$ cat src/hw/rtl/tcl_pkg.sv
package tcl_pkg;

	// List depths
	localparam int TGT_DEPTH = 16;
	localparam int RPL_DEPTH = 8;

	// Index and count widths
	localparam int TGT_AW = (TGT_DEPTH > 1) ? $clog2(TGT_DEPTH) : 1;
	localparam int RPL_AW = (RPL_DEPTH > 1) ? $clog2(RPL_DEPTH) : 1;
	localparam int TGT_CW = $clog2(TGT_DEPTH + 1);
	localparam int RPL_CW = $clog2(RPL_DEPTH + 1);
	localparam int CNT_W = (TGT_CW > RPL_CW) ? TGT_CW : RPL_CW;

	// Decay: seconds per minute and reciprocal for small differences
	localparam int unsigned SEC_PER_MIN = 60;
	localparam int unsigned DECAY_SPAN = SEC_PER_MIN * TGT_DEPTH;
	localparam int DIFF_W = $clog2(DECAY_SPAN + 1);
	localparam int RECIP_SH = 20;
	localparam int unsigned RECIP_M = ((1 << RECIP_SH) + SEC_PER_MIN - 1) / SEC_PER_MIN;
	localparam int RECIP_W = $clog2(RECIP_M + 1);

	// Configuration register indexes
	localparam logic REG_MAX_TARGETS = 1'b0;
	localparam logic REG_MAX_REPLIES = 1'b1;

	// Actions and hit kinds
	localparam logic ACT_ADD_TARGET = 1'b0;
	localparam logic ACT_ADD_REPLY = 1'b1;
	localparam logic [1:0] HIT_NEW = 2'd0;
	localparam logic [1:0] HIT_TARGET = 2'd1;
	localparam logic [1:0] HIT_REPLY = 2'd2;

	typedef struct packed {
		logic        action;
		logic [31:0] target_id;
		logic [31:0] now_seconds;
	} in_word_t;

	typedef struct packed {
		logic       allowed;
		logic [1:0] hit_kind;
		logic [4:0] target_count;
	} out_word_t;

endpackage

$ cat src/hw/rtl/tcl_ram.sv
module tcl_ram #(
	parameter int WIDTH = 32,
	parameter int DEPTH = 16,
	parameter int AW = (DEPTH > 1) ? $clog2(DEPTH) : 1
) (
	input  logic             clk,
	input  logic             we,
	input  logic [AW-1:0]    waddr,
	input  logic [WIDTH-1:0] wdata,
	input  logic [AW-1:0]    raddr,
	output logic [WIDTH-1:0] rdata
);

	logic [WIDTH-1:0] mem_q [DEPTH];

	// One write port, registered read
	always_ff @(posedge clk) begin
		if (we) begin
			mem_q[waddr] <= wdata;
		end
		rdata <= mem_q[raddr];
	end

endmodule

$ cat src/hw/rtl/target_change_limiter_top.sv
// Target change limiter for one source.
// Input channel (in_valid/in_ready/in_word): one word per event, action
// add_target or add_reply, with the target id and the time in seconds.
// Output channel (out_valid/out_ready/out_word): exactly one result word per
// input word, in order: allowed, hit kind and the target list fill.
// Config channel (cfg_valid/cfg_ready/cfg_index/cfg_data): index 0 writes
// max_targets, index 1 writes max_replies; always ready.
// Both lists live in registered-read RAMs and are walked one entry a cycle:
// a lookup scan, then a shift pass that moves entries back one place, then a
// write of the id at the front; a refused target skips the shift and write.
// The result goes from the done state into the output register, and the
// next word is taken in the idle state that follows.
// One item is worked on at a time; a new word is taken as soon as the
// previous result sits in the output register, even while it is stalled.
// If the receiver stalls, the finished result waits in the done state.
// Reset clears the fill counts, the decay time and loads the default limits
// (10 targets, 5 replies); list contents need no clearing.
module target_change_limiter_top (
	input  logic                clk,
	input  logic                arst_n,
	input  logic                in_valid,
	output logic                in_ready,
	input  tcl_pkg::in_word_t   in_word,
	output logic                out_valid,
	input  logic                out_ready,
	output tcl_pkg::out_word_t  out_word,
	input  logic                cfg_valid,
	output logic                cfg_ready,
	input  logic                cfg_index,
	input  logic [4:0]          cfg_data
);
	import tcl_pkg::*;

	typedef enum logic [5:0] {
		ST_IDLE   = 6'b000001,
		ST_SCAN   = 6'b000010,
		ST_DECIDE = 6'b000100,
		ST_SHIFT  = 6'b001000,
		ST_FRONT  = 6'b010000,
		ST_DONE   = 6'b100000
	} state_t;

	state_t state_q;

	logic [4:0]        max_targets_q;
	logic [3:0]        max_replies_q;
	logic [TGT_CW-1:0] tused_q;
	logic [RPL_CW-1:0] rused_q;
	logic [31:0]       last_decay_q;

	logic        act_q;
	logic [31:0] id_q;
	logic [31:0] now_q;
	logic        sel_q;     // 0 target list, 1 reply list
	logic        push_q;
	logic [CNT_W-1:0] cnt_q;
	logic        pend_s1;
	logic [CNT_W-1:0] idx_s1;
	out_word_t   res_q;
	out_word_t   out_q;
	logic        out_valid_q;

	// RAM ports
	logic              t_we, r_we;
	logic [TGT_AW-1:0] t_waddr, t_raddr;
	logic [RPL_AW-1:0] r_waddr, r_raddr;
	logic [31:0]       wdata;
	logic [31:0]       t_rdata, r_rdata, rdata;
	logic              we;
	logic [CNT_W-1:0]  rd_idx, wr_idx;

	tcl_ram #(.WIDTH(32), .DEPTH(TGT_DEPTH), .AW(TGT_AW)) u_tgt_ram (
		.clk(clk), .we(t_we), .waddr(t_waddr), .wdata(wdata),
		.raddr(t_raddr), .rdata(t_rdata)
	);

	tcl_ram #(.WIDTH(32), .DEPTH(RPL_DEPTH), .AW(RPL_AW)) u_rpl_ram (
		.clk(clk), .we(r_we), .waddr(r_waddr), .wdata(wdata),
		.raddr(r_raddr), .rdata(r_rdata)
	);

	// Effective limits
	logic [TGT_CW-1:0] tlim;
	logic [RPL_CW-1:0] rlim;
	always_comb begin
		if (32'(max_targets_q) > TGT_DEPTH) tlim = TGT_CW'(TGT_DEPTH);
		else tlim = TGT_CW'(max_targets_q);
		if (32'(max_replies_q) > RPL_DEPTH) rlim = RPL_CW'(RPL_DEPTH);
		else if (max_replies_q == 4'd0) rlim = RPL_CW'(1);
		else rlim = RPL_CW'(max_replies_q);
	end

	// Lookup compare and bound of the active list
	logic [CNT_W-1:0] used_sel;
	logic             match;
	assign rdata = sel_q ? r_rdata : t_rdata;
	assign used_sel = sel_q ? CNT_W'(rused_q) : CNT_W'(tused_q);
	assign match = pend_s1 && (rdata == id_q);

	// Decay: whole minutes since last decay, clamped to the list fill
	logic [31:0]         diff;
	logic                time_ok;
	logic                span_big;
	logic [DIFF_W+RECIP_W-1:0] prod;
	logic [TGT_CW-1:0]   mins_small;
	logic [TGT_CW-1:0]   tused_dec;
	logic                decay_hit;
	always_comb begin
		diff = now_q - last_decay_q;
		time_ok = now_q >= last_decay_q;
		span_big = diff >= DECAY_SPAN;
		prod = (DIFF_W+RECIP_W)'(diff[DIFF_W-1:0]) * (DIFF_W+RECIP_W)'(RECIP_M);
		mins_small = TGT_CW'(prod >> RECIP_SH);
		decay_hit = time_ok && (span_big || mins_small != '0);
		if (!decay_hit) tused_dec = tused_q;
		else if (span_big || mins_small >= tused_q) tused_dec = '0;
		else tused_dec = tused_q - mins_small;
	end

	logic [RPL_CW-1:0] rused_ev;
	assign rused_ev = (rused_q >= rlim && rused_q != '0) ? rused_q - RPL_CW'(1) : rused_q;

	// RAM address and write control
	always_comb begin
		we = (state_q == ST_SHIFT && pend_s1) || (state_q == ST_FRONT);
		wr_idx = (state_q == ST_FRONT) ? '0 : idx_s1 + CNT_W'(1);
		wdata = (state_q == ST_FRONT) ? id_q : rdata;
		rd_idx = (state_q == ST_SHIFT) ? cnt_q - CNT_W'(1) : cnt_q;
		t_we = we && !sel_q;
		r_we = we && sel_q;
		t_waddr = wr_idx[TGT_AW-1:0];
		r_waddr = wr_idx[RPL_AW-1:0];
		t_raddr = rd_idx[TGT_AW-1:0];
		r_raddr = rd_idx[RPL_AW-1:0];
	end

	assign in_ready = (state_q == ST_IDLE);
	assign cfg_ready = 1'b1;
	assign out_valid = out_valid_q;
	assign out_word = out_q;

	logic out_load;
	assign out_load = (state_q == ST_DONE) && (!out_valid_q || out_ready);

	// Configuration registers
	always_ff @(posedge clk or negedge arst_n) begin
		if (!arst_n) begin
			max_targets_q <= 5'd10;
			max_replies_q <= 4'd5;
		end else if (cfg_valid) begin
			case (cfg_index)
				REG_MAX_TARGETS: max_targets_q <= cfg_data;
				REG_MAX_REPLIES: max_replies_q <= cfg_data[3:0];
				default: ;
			endcase
		end
	end

	// Output register
	always_ff @(posedge clk or negedge arst_n) begin
		if (!arst_n) begin
			out_valid_q <= 1'b0;
		end else if (out_load) begin
			out_valid_q <= 1'b1;
		end else if (out_ready) begin
			out_valid_q <= 1'b0;
		end
	end

	always_ff @(posedge clk) begin
		if (out_load) begin
			out_q <= '{allowed: res_q.allowed, hit_kind: res_q.hit_kind,
				target_count: 5'(tused_q)};
		end
	end

	// Item sequencer
	always_ff @(posedge clk or negedge arst_n) begin
		if (!arst_n) begin
			state_q <= ST_IDLE;
			tused_q <= '0;
			rused_q <= '0;
			last_decay_q <= '0;
			pend_s1 <= 1'b0;
		end else begin
			case (state_q)
				ST_IDLE: begin
					pend_s1 <= 1'b0;
					if (in_valid) begin
						state_q <= ST_SCAN;
					end
				end
				ST_SCAN: begin
					if (match) begin
						pend_s1 <= 1'b0;
						state_q <= ST_SHIFT;
					end else if (cnt_q == used_sel) begin
						pend_s1 <= 1'b0;
						if (!sel_q) begin
							state_q <= ST_SCAN;
						end else if (act_q == ACT_ADD_TARGET) begin
							state_q <= ST_DECIDE;
						end else begin
							rused_q <= rused_ev;
							state_q <= ST_SHIFT;
						end
					end else begin
						pend_s1 <= 1'b1;
					end
				end
				ST_DECIDE: begin
					tused_q <= tused_dec;
					if (decay_hit) begin
						last_decay_q <= now_q;
					end
					state_q <= (tused_dec >= tlim) ? ST_DONE : ST_SHIFT;
				end
				ST_SHIFT: begin
					if (cnt_q == '0) begin
						pend_s1 <= 1'b0;
						state_q <= ST_FRONT;
					end else begin
						pend_s1 <= 1'b1;
					end
				end
				ST_FRONT: begin
					if (push_q) begin
						if (sel_q) rused_q <= rused_q + RPL_CW'(1);
						else tused_q <= tused_q + TGT_CW'(1);
					end
					state_q <= ST_DONE;
				end
				ST_DONE: begin
					if (out_load) begin
						state_q <= ST_IDLE;
					end
				end
				default: state_q <= ST_IDLE;
			endcase
		end
	end

	// Item datapath registers
	always_ff @(posedge clk) begin
		case (state_q)
			ST_IDLE: begin
				act_q <= in_word.action;
				id_q <= in_word.target_id;
				now_q <= in_word.now_seconds;
				sel_q <= (in_word.action == ACT_ADD_REPLY);
				cnt_q <= '0;
				push_q <= 1'b0;
				res_q.allowed <= 1'b1;
				res_q.hit_kind <= HIT_NEW;
			end
			ST_SCAN: begin
				if (match) begin
					cnt_q <= idx_s1;
					res_q.hit_kind <= sel_q ? HIT_REPLY : HIT_TARGET;
				end else if (cnt_q == used_sel) begin
					if (!sel_q) begin
						sel_q <= 1'b1;
						cnt_q <= '0;
					end else if (act_q == ACT_ADD_REPLY) begin
						cnt_q <= CNT_W'(rused_ev);
						push_q <= 1'b1;
					end
				end else begin
					idx_s1 <= cnt_q;
					cnt_q <= cnt_q + CNT_W'(1);
				end
			end
			ST_DECIDE: begin
				sel_q <= 1'b0;
				cnt_q <= CNT_W'(tused_dec);
				push_q <= 1'b1;
				if (tused_dec >= tlim) begin
					res_q.allowed <= 1'b0;
				end
			end
			ST_SHIFT: begin
				if (cnt_q != '0) begin
					idx_s1 <= cnt_q - CNT_W'(1);
					cnt_q <= cnt_q - CNT_W'(1);
				end
			end
			default: ;
		endcase
	end

endmodule
$ cat config.mk
export PLATFORM = sky130hd
export DESIGN_NAME = target_change_limiter_top
export DESIGN_NICKNAME = d
export VERILOG_FILES = /design/src/hw/rtl/tcl_pkg.sv /design/src/hw/rtl/tcl_ram.sv /design/src/hw/rtl/target_change_limiter_top.sv
export SDC_FILE = /design/constraint.sdc
export NUM_CORES = 1
export LEC_CHECK = 0
export BUFFER_PORTS_ARGS = -buffer_cell sky130_fd_sc_hd__buf_2
export CORE_ASPECT_RATIO = 1.1
export CORE_MARGIN = 2
export CORE_UTILIZATION = 50
export DETAILED_ROUTE_END_ITERATION = 8
export PLACE_DENSITY = 0.66
export SLEW_MARGIN = 20
export SYNTH_ARGS = -nofsm -noshare
export SYNTH_HDL_FRONTEND = slang
export SYNTH_SLANG_ARGS = --single-unit
$ cat constraint.sdc
create_clock -name clk -period 8.8 [get_ports clk]
set_clock_uncertainty 0.1 [all_clocks]
set_input_delay 1.76 -clock clk [delete_from_list [all_inputs] [get_ports clk]]
set_output_delay 1.76 -clock clk [all_outputs]
set_load 0.1 [all_outputs]
==> metrics.csv, run 1 <==
metric;value;unit
maxSlewHeadroom;32.7;%
fill_cells;6199;
vias;22400;
finalCritPeriodShare;93.7;%
drt_iter0_drc;2585;
hp-class;register to register;
cts_root_buf;clkbuf_16;
cts_buffers;99;
multi_input_area;12300;um^2
final_nets;2725;
cp_common_cell;ha_1;
ioPinCount;87;
drive_gt1_share;24.4;%
route.detailed.drc;0;
r2r_end;res_q[7];
synth_top_area_cell;edfxtp_1;
row_count;110;
grt_usage;23.5;%
cts_max_level;3;
required;9.05;ns
critical_path_class;register to register;
cp_data_arrival_time;8.50;ns
ys_types;91;
hold_path_depth;0;
die_h;305;um
grt_pass1_wl;147000;um
grt_antenna_before_repair;0;
cts_tree;built;
synth_top_area_share;62.4;%
hold_viol;0;
numPortBuffers;85;
core_area;81800;um^2
setup_tns;0;ns
avgRoutedWirePerCell;26.8;um
crit_path_end_kind;register;
setup-violations-final;0;
synth.area.top_cells;edfxtp_1 62%, mux4_2 12%, dfrtp_1 3.2%;
synth_area;41200;um^2
cts_max_path_buffers;3;
final_antenna_net_count;0;
fmax;121;MHz
holdBufCountCts;0;
synth-seq-area-share;69.0;%
dp_hpwl;53600;um
synth.most_common_cell;edfxtp_1;
crit_fanout;8;
vias_per_cell;6.07;
synth_seq_cells;978;
num_antenna_cells;0;
outcome;complete, no violations;
wirelength;98700;um
syn_inst;2381;
synth_area_per_cell;17.3;um^2
regArea;28400;um^2
rr_worst_depth;38;
cts_sinks;978;
rr_startpoint;now_q[2];
overflow;0;
synthFlopType;edfxtp_1;
whs_endpoint;out_word[5];
tightest_slew;1.01;ns
initial_utilization;50.4;%
syn-num-nets;2568;
insertion_delay;0.67;ns
critPathSlowestCell;fa_1;
grt_pass1_vias;23000;
dr.pass1.iters;6;
min-delay-start;res_q[5];
ys_warn_count;0;
synthArstFlopShare;5.93;%
cap_violations;0;
chipWidth;278;um
synth-edff-count;856;
clkTransAtPathRegs;0.06;ns
rrSetupSlack;0.56;ns
rsz0062_at_grt;no;
ys_top_cells_by_count;856 x edfxtp_1, 224 x mux4_2, 176 x nand2_1;
start_kind;register;
grt_max_degree;134;
slew_violations;0;
cp_slowest_stage_delay;0.49;ns
gp_congestion;0.949;
die_area;84700;um^2
areaGrowthSynthToFinish;13.6;%
period_needed;8.24;ns
[area by class of cell]
cell class / count / share of cell area, %
flip-flops and latches: 978 / 60.7
clock buffers: 132 / 5.81
repair buffers: 166 / 2.29
multi-input cells: 1197 / 26.2
clock inverters: 56 / 1.39
inverters: 96 / 0.772
well taps: 1064 / 2.84
[registers in the layout, indices dropped and copies added (netlist names), 5 cells and up]
name             count
now_q               32
u_tgt_ram.rdata     32
tused_q              5
u_tgt_ram.mem_q    512
max_targets_q        5
cnt_q                5
state_q              6
last_decay_q        32
out_word             8
id_q                32
idx_s1               5
u_rpl_ram.mem_q    256
u_rpl_ram.rdata     32
[critical path: cells and delay by family (launching register included)]
family / cells / cell delay, ns
adder cells (fa/ha/maj): 8 / 2.80
AO/OA/AOI/OAI: 11 / 2.02
AND/OR/NAND/NOR: 9 / 1.31
multiplexers: 3 / 0.67
buffers and inverters: 6 / 0.53
flip-flops: 1 / 0.41
XOR/XNOR: 1 / 0.07
[per-layer routing]
metal	track usage [%]	routed length [um]	vias up
met5	0	0	-
met4	7.76	2850	0
met3	3.43	6880	162
met2	39.2	49200	863
met1	32.1	39800	11700
li1	-	-	9699
[cells by family (layout without fill, tap and decap cells)]
kind of cell / count (synthesis) / after routing / share of synthesized area, %
multiplexers: 307 / 307 / 14.4
AND/OR/NAND/NOR: 441 / 441 / 5.19
AO/OA/AOI/OAI: 260 / 260 / 4.13
other: 1 / 1 / 0.00910
XOR/XNOR: 75 / 75 / 1.63
flip-flops: 978 / 978 / 69.0
buffers and inverters: 206 / 450 / 1.99
adder cells (fa/ha/maj): 113 / 113 / 3.65
[worst max path at each step]
stage                to  slack (ns)      from  depth (start not counted)
6_report       res_q[7]        0.56  now_q[2]                         38
5_1_grt        res_q[7]        0.02  now_q[2]                         39
4_1_cts        res_q[7]        0.14  now_q[0]                         41
3_5_place_dp   res_q[7]        0.18  now_q[0]                         41
3_3_place_gp   res_q[7]        0.57  now_q[0]                         41
2_1_floorplan  res_q[7]        1.15  now_q[3]                         38
[metrics by stage]
| step | area (um^2) | hold slack (ns) | worst slack, ns | cells | utilization, % |
|---|---|---|---|---|---|
| after floorplan | 41200 | 0.300 | 1.15 | 2381 | - |
| after global placement | 43400 | 0.340 | 0.573 | 3497 | 53.0 |
| after detailed placement | 43400 | 0.309 | 0.184 | 3497 | 53.0 |
| after CTS | 46700 | 0.325 | 0.142 | 3685 | 57.2 |
| after global routing | 46800 | 0.330 | 0.0178 | 3689 | 57.3 |
| final | 46800 | 0.324 | 0.555 | 3689 | 57.3 |
[placed cells by master (no fill, tap or decap), types with 9 or more instances in the layout]
cell	n
edfxtp_1	856
mux4_2	224
nand2_1	175
clkbuf_16	99
inv_1	93
ha_1	93
a21oi_1	85
buf_2	85
nor2_1	78
buf_4	78
dfxtp_1	64
xnor2_1	59
dfrtp_1	53
o21ai_0	43
mux2i_1	41
mux2_1	29
nand3_1	25
nor4_1	23
clkinv_2	21
nand4_1	21
clkbuf_1	21
nor2_4	20
nor3_1	17
a21o_1	16
nand3b_1	14
mux2_2	13
fa_1	13
nand2b_1	12
xor2_1	12
clkbuf_8	12
bufinv_16	11
a211oi_1	10
a21oi_2	9
o211ai_1	9
[timing repair]
action,CTS,global route
setup endpoints to repair,0,3
setup buffers,0,4
gates resized for setup,0,13
Power of run 1 is not shown: default switching activity piles up to over one toggle a cycle in this logic, so the estimate is an artifact.
==> run 2, diff against run 1 <==
Settings changed: SYNTH_HIERARCHICAL from default to 1.
==> run 2 against run 1 <==
  * Non-clock buffer count down 1
  * Wire length is 2.5% lower
  * Setup slack lost 0.018 ns
  * Register-to-register slack lost 0.02 ns
  * Worst hold slack got worse by 0.0012 ns
  * Via count up 0.22%
  * Sequential cell count did not move
  * Utilization fell by 0.073 points
  * Synthesized area is essentially flat
  * Design area down 0.13%
  * First-iteration DRC count shrank 26%
  * Cell count is 0.65% higher
  * Critical path type unchanged
  * Critical endpoint unchanged
  * Largest cell class unchanged
==> metrics.csv, run 2 <==
metric;value;unit
critPathLaunch;now_q[0];
synth_seq_cells;978;
die_h;305;um
setup-violations-final;0;
numPortBuffers;85;
crit_path_end_kind;register;
die_area;84700;um^2
largest_reg_flops;512;
insertion_delay;0.66;ns
grt_usage;22.8;%
synth_top_area_share;62.4;%
min-delay-start;res_q[6];
synthFlopType;edfxtp_1;
vias;22400;
reg.largest.list;u_tgt_ram/mem_q x512, u_rpl_ram/mem_q x256;
cts_buffers;98;
synth_area;41200;um^2
worst_slack;0.537;ns
rr_worst_depth;38;
grt_pass1_vias;22700;
ys_top_cells_by_count;856 x edfxtp_1, 152 x mux4_2, 139 x nand2_1;
chipWidth;278;um
vias_per_cell;6.04;
pwr-share-comb;38.3;%
grt_pass1_wl;143000;um
overflow;0;
avgRoutedWirePerCell;25.9;um
layout_common_cells;856 x edfxtp_1, 152 x mux4_2, 139 x nand2_1;
cts_max_level;3;
fin_cells;3713;
cts_sinks;978;
dpl_cell_area;43200;um^2
dp_hpwl;57000;um
tightest_slew;1.10;ns
areaGrowthSynthToFinish;13.5;%
clkTransAtPathRegs;0.07;ns
ioPinCount;87;
syn_inst;2410;
synth.most_common_cell;edfxtp_1;
core_area;81800;um^2
ys_types;93;
fmax;121;MHz
cellPowerDensity;378;nW/um^2
dr.pass1.iters;5;
route.detailed.drc;0;
cp_slowest_stage_delay;0.54;ns
syn-num-nets;2597;
critical_path_class;register to register;
p_int;0.0117;W
cap_violations;0;
setup_tns;0;ns
wirelength;96300;um
cts_max_path_buffers;3;
largest-register;u_tgt_ram/mem_q;
hp-class;register to register;
synth_area_per_cell;17.1;um^2
swShare;34.0;%
required;9.09;ns
synth_top_area_cell;edfxtp_1;
hold_viol;0;
whs_endpoint;out_word[6];
initial_utilization;50.4;%
crit_fanout;4;
critPathSlowestCell;fa_1;
dp.cells;3527;
grt_antenna_before_repair;0;
finalCritPeriodShare;93.9;%
rr_startpoint;now_q[0];
fill_cells;6233;
row_count;110;
num_antenna_cells;0;
pwr-share-clk;25.1;%
grt_max_degree;114;
synthArstFlopShare;5.93;%
outcome;complete, no violations;
netSwitchingPower;0.00601;W
rrSetupSlack;0.54;ns
cp_data_arrival_time;8.55;ns
fin_area;46800;um^2
cp_common_cell;inv_1;
cts_tree;built;
regArea;28400;um^2
synth-seq-area-share;69.0;%
period_needed;8.26;ns
cts_root_buf;clkbuf_16;
multi_input_area;12100;um^2
r2r_end;res_q[7];
synth.area.top_cells;edfxtp_1 62%, mux4_2 8.3%, dfrtp_1 3.2%;
max-vdd-ir-drop;0.287;mV
drive_gt1_share;22.7;%
maxSlewHeadroom;26.7;%
preCtsSetupSlack;0.291;ns
gp_congestion;0.876;
p_seq_share;36.6;%
ys_warn_count;6;
final_nets;2752;
slew_violations;0;
leakage;16.2;nW
synth-edff-count;856;
total_power;0.0177;W
start_kind;register;
drt_iter0_drc;1922;
final_antenna_net_count;0;
layout_commonest_cell;edfxtp_1;
hold_path_depth;0;
==> run 2: layout make-up <==
type / count / share of cell area [%]
clock buffers: 127 / 5.91
clock inverters: 57 / 1.54
inverters: 93 / 0.765
multi-input cells: 1229 / 25.9
flip-flops and latches: 978 / 60.8
well taps: 1064 / 2.85
repair buffers: 165 / 2.22
==> run 2: worst max path at each step <==
stage | cells past startpoint | slack [ns] | end
after global routing | 38 | -0.05 | res_q[7]
after global placement | 38 | 0.39 | res_q[7]
after floorplan | 38 | 0.99 | res_q[7]
after detailed placement | 38 | 0.29 | res_q[7]
final | 38 | 0.54 | res_q[7]
after CTS | 38 | 0.24 | res_q[7]
==> run 2: layer usage <==
| layer | global-route usage, % | share of wire, % | up-vias |
|---|---|---|---|
| met2 | 38.5 | 50 | 762 |
| li1 | - | - | 9849 |
| met5 | 0 | 0 | - |
| met4 | 6.16 | 2.3 | 0 |
| met3 | 3.27 | 6.1 | 153 |
| met1 | 31.2 | 41 | 11700 |
==> run 2: power groups by stage <==
stage	clock network (W)	registers, W	logic, W
6_report	0.00443	0.00647	0.00677
3_5_place_dp	0	0.00657	0.00678
2_1_floorplan	0	0.00651	0.00490
4_1_cts	0.00452	0.00648	0.00683
5_1_grt	0.00469	0.00651	0.00750
3_3_place_gp	0	0.00656	0.00665
==> run 2: through the flow <==
stage / util, % / hold WS, ns
2_1_floorplan: - / 0.300
3_3_place_gp: 52.9 / 0.312
3_5_place_dp: 52.9 / 0.309
4_1_cts: 57.2 / 0.325
5_1_grt: 57.2 / 0.327
6_report: 57.2 / 0.323
==> run 2: cell families (layout without fill, tap and decap cells) <==
kind of cell | after synthesis | in the layout | synth area share [%]
compound gates | 359 | 359 | 5.76
xor+xnor | 76 | 76 | 1.62
fa+ha+maj | 113 | 113 | 3.66
buf+inv | 203 | 442 | 2.18
flops | 978 | 978 | 69.0
mux | 277 | 277 | 13.1
other cells | 1 | 1 | 0.00910
simple gates | 403 | 403 | 4.70
==> run 2: timing repair <==
item / in CTS / in global routing
endpoints found under the setup margin: 0 / 3
hold buffers: 0 / 0
setup buffers: 0 / 2
resized for setup: 0 / 5
==> run 2: critical path, delay by kind of cell, from the launching register on <==
family / cells / cell delay (ns)
adder cells (fa/ha/maj): 9 / 2.96
AO/OA/AOI/OAI: 14 / 2.86
AND/OR/NAND/NOR: 5 / 0.79
buffers and inverters: 8 / 0.52
flip-flops: 1 / 0.38
XOR/XNOR: 2 / 0.37
Note: power is estimated with default switching activity, not from simulation.
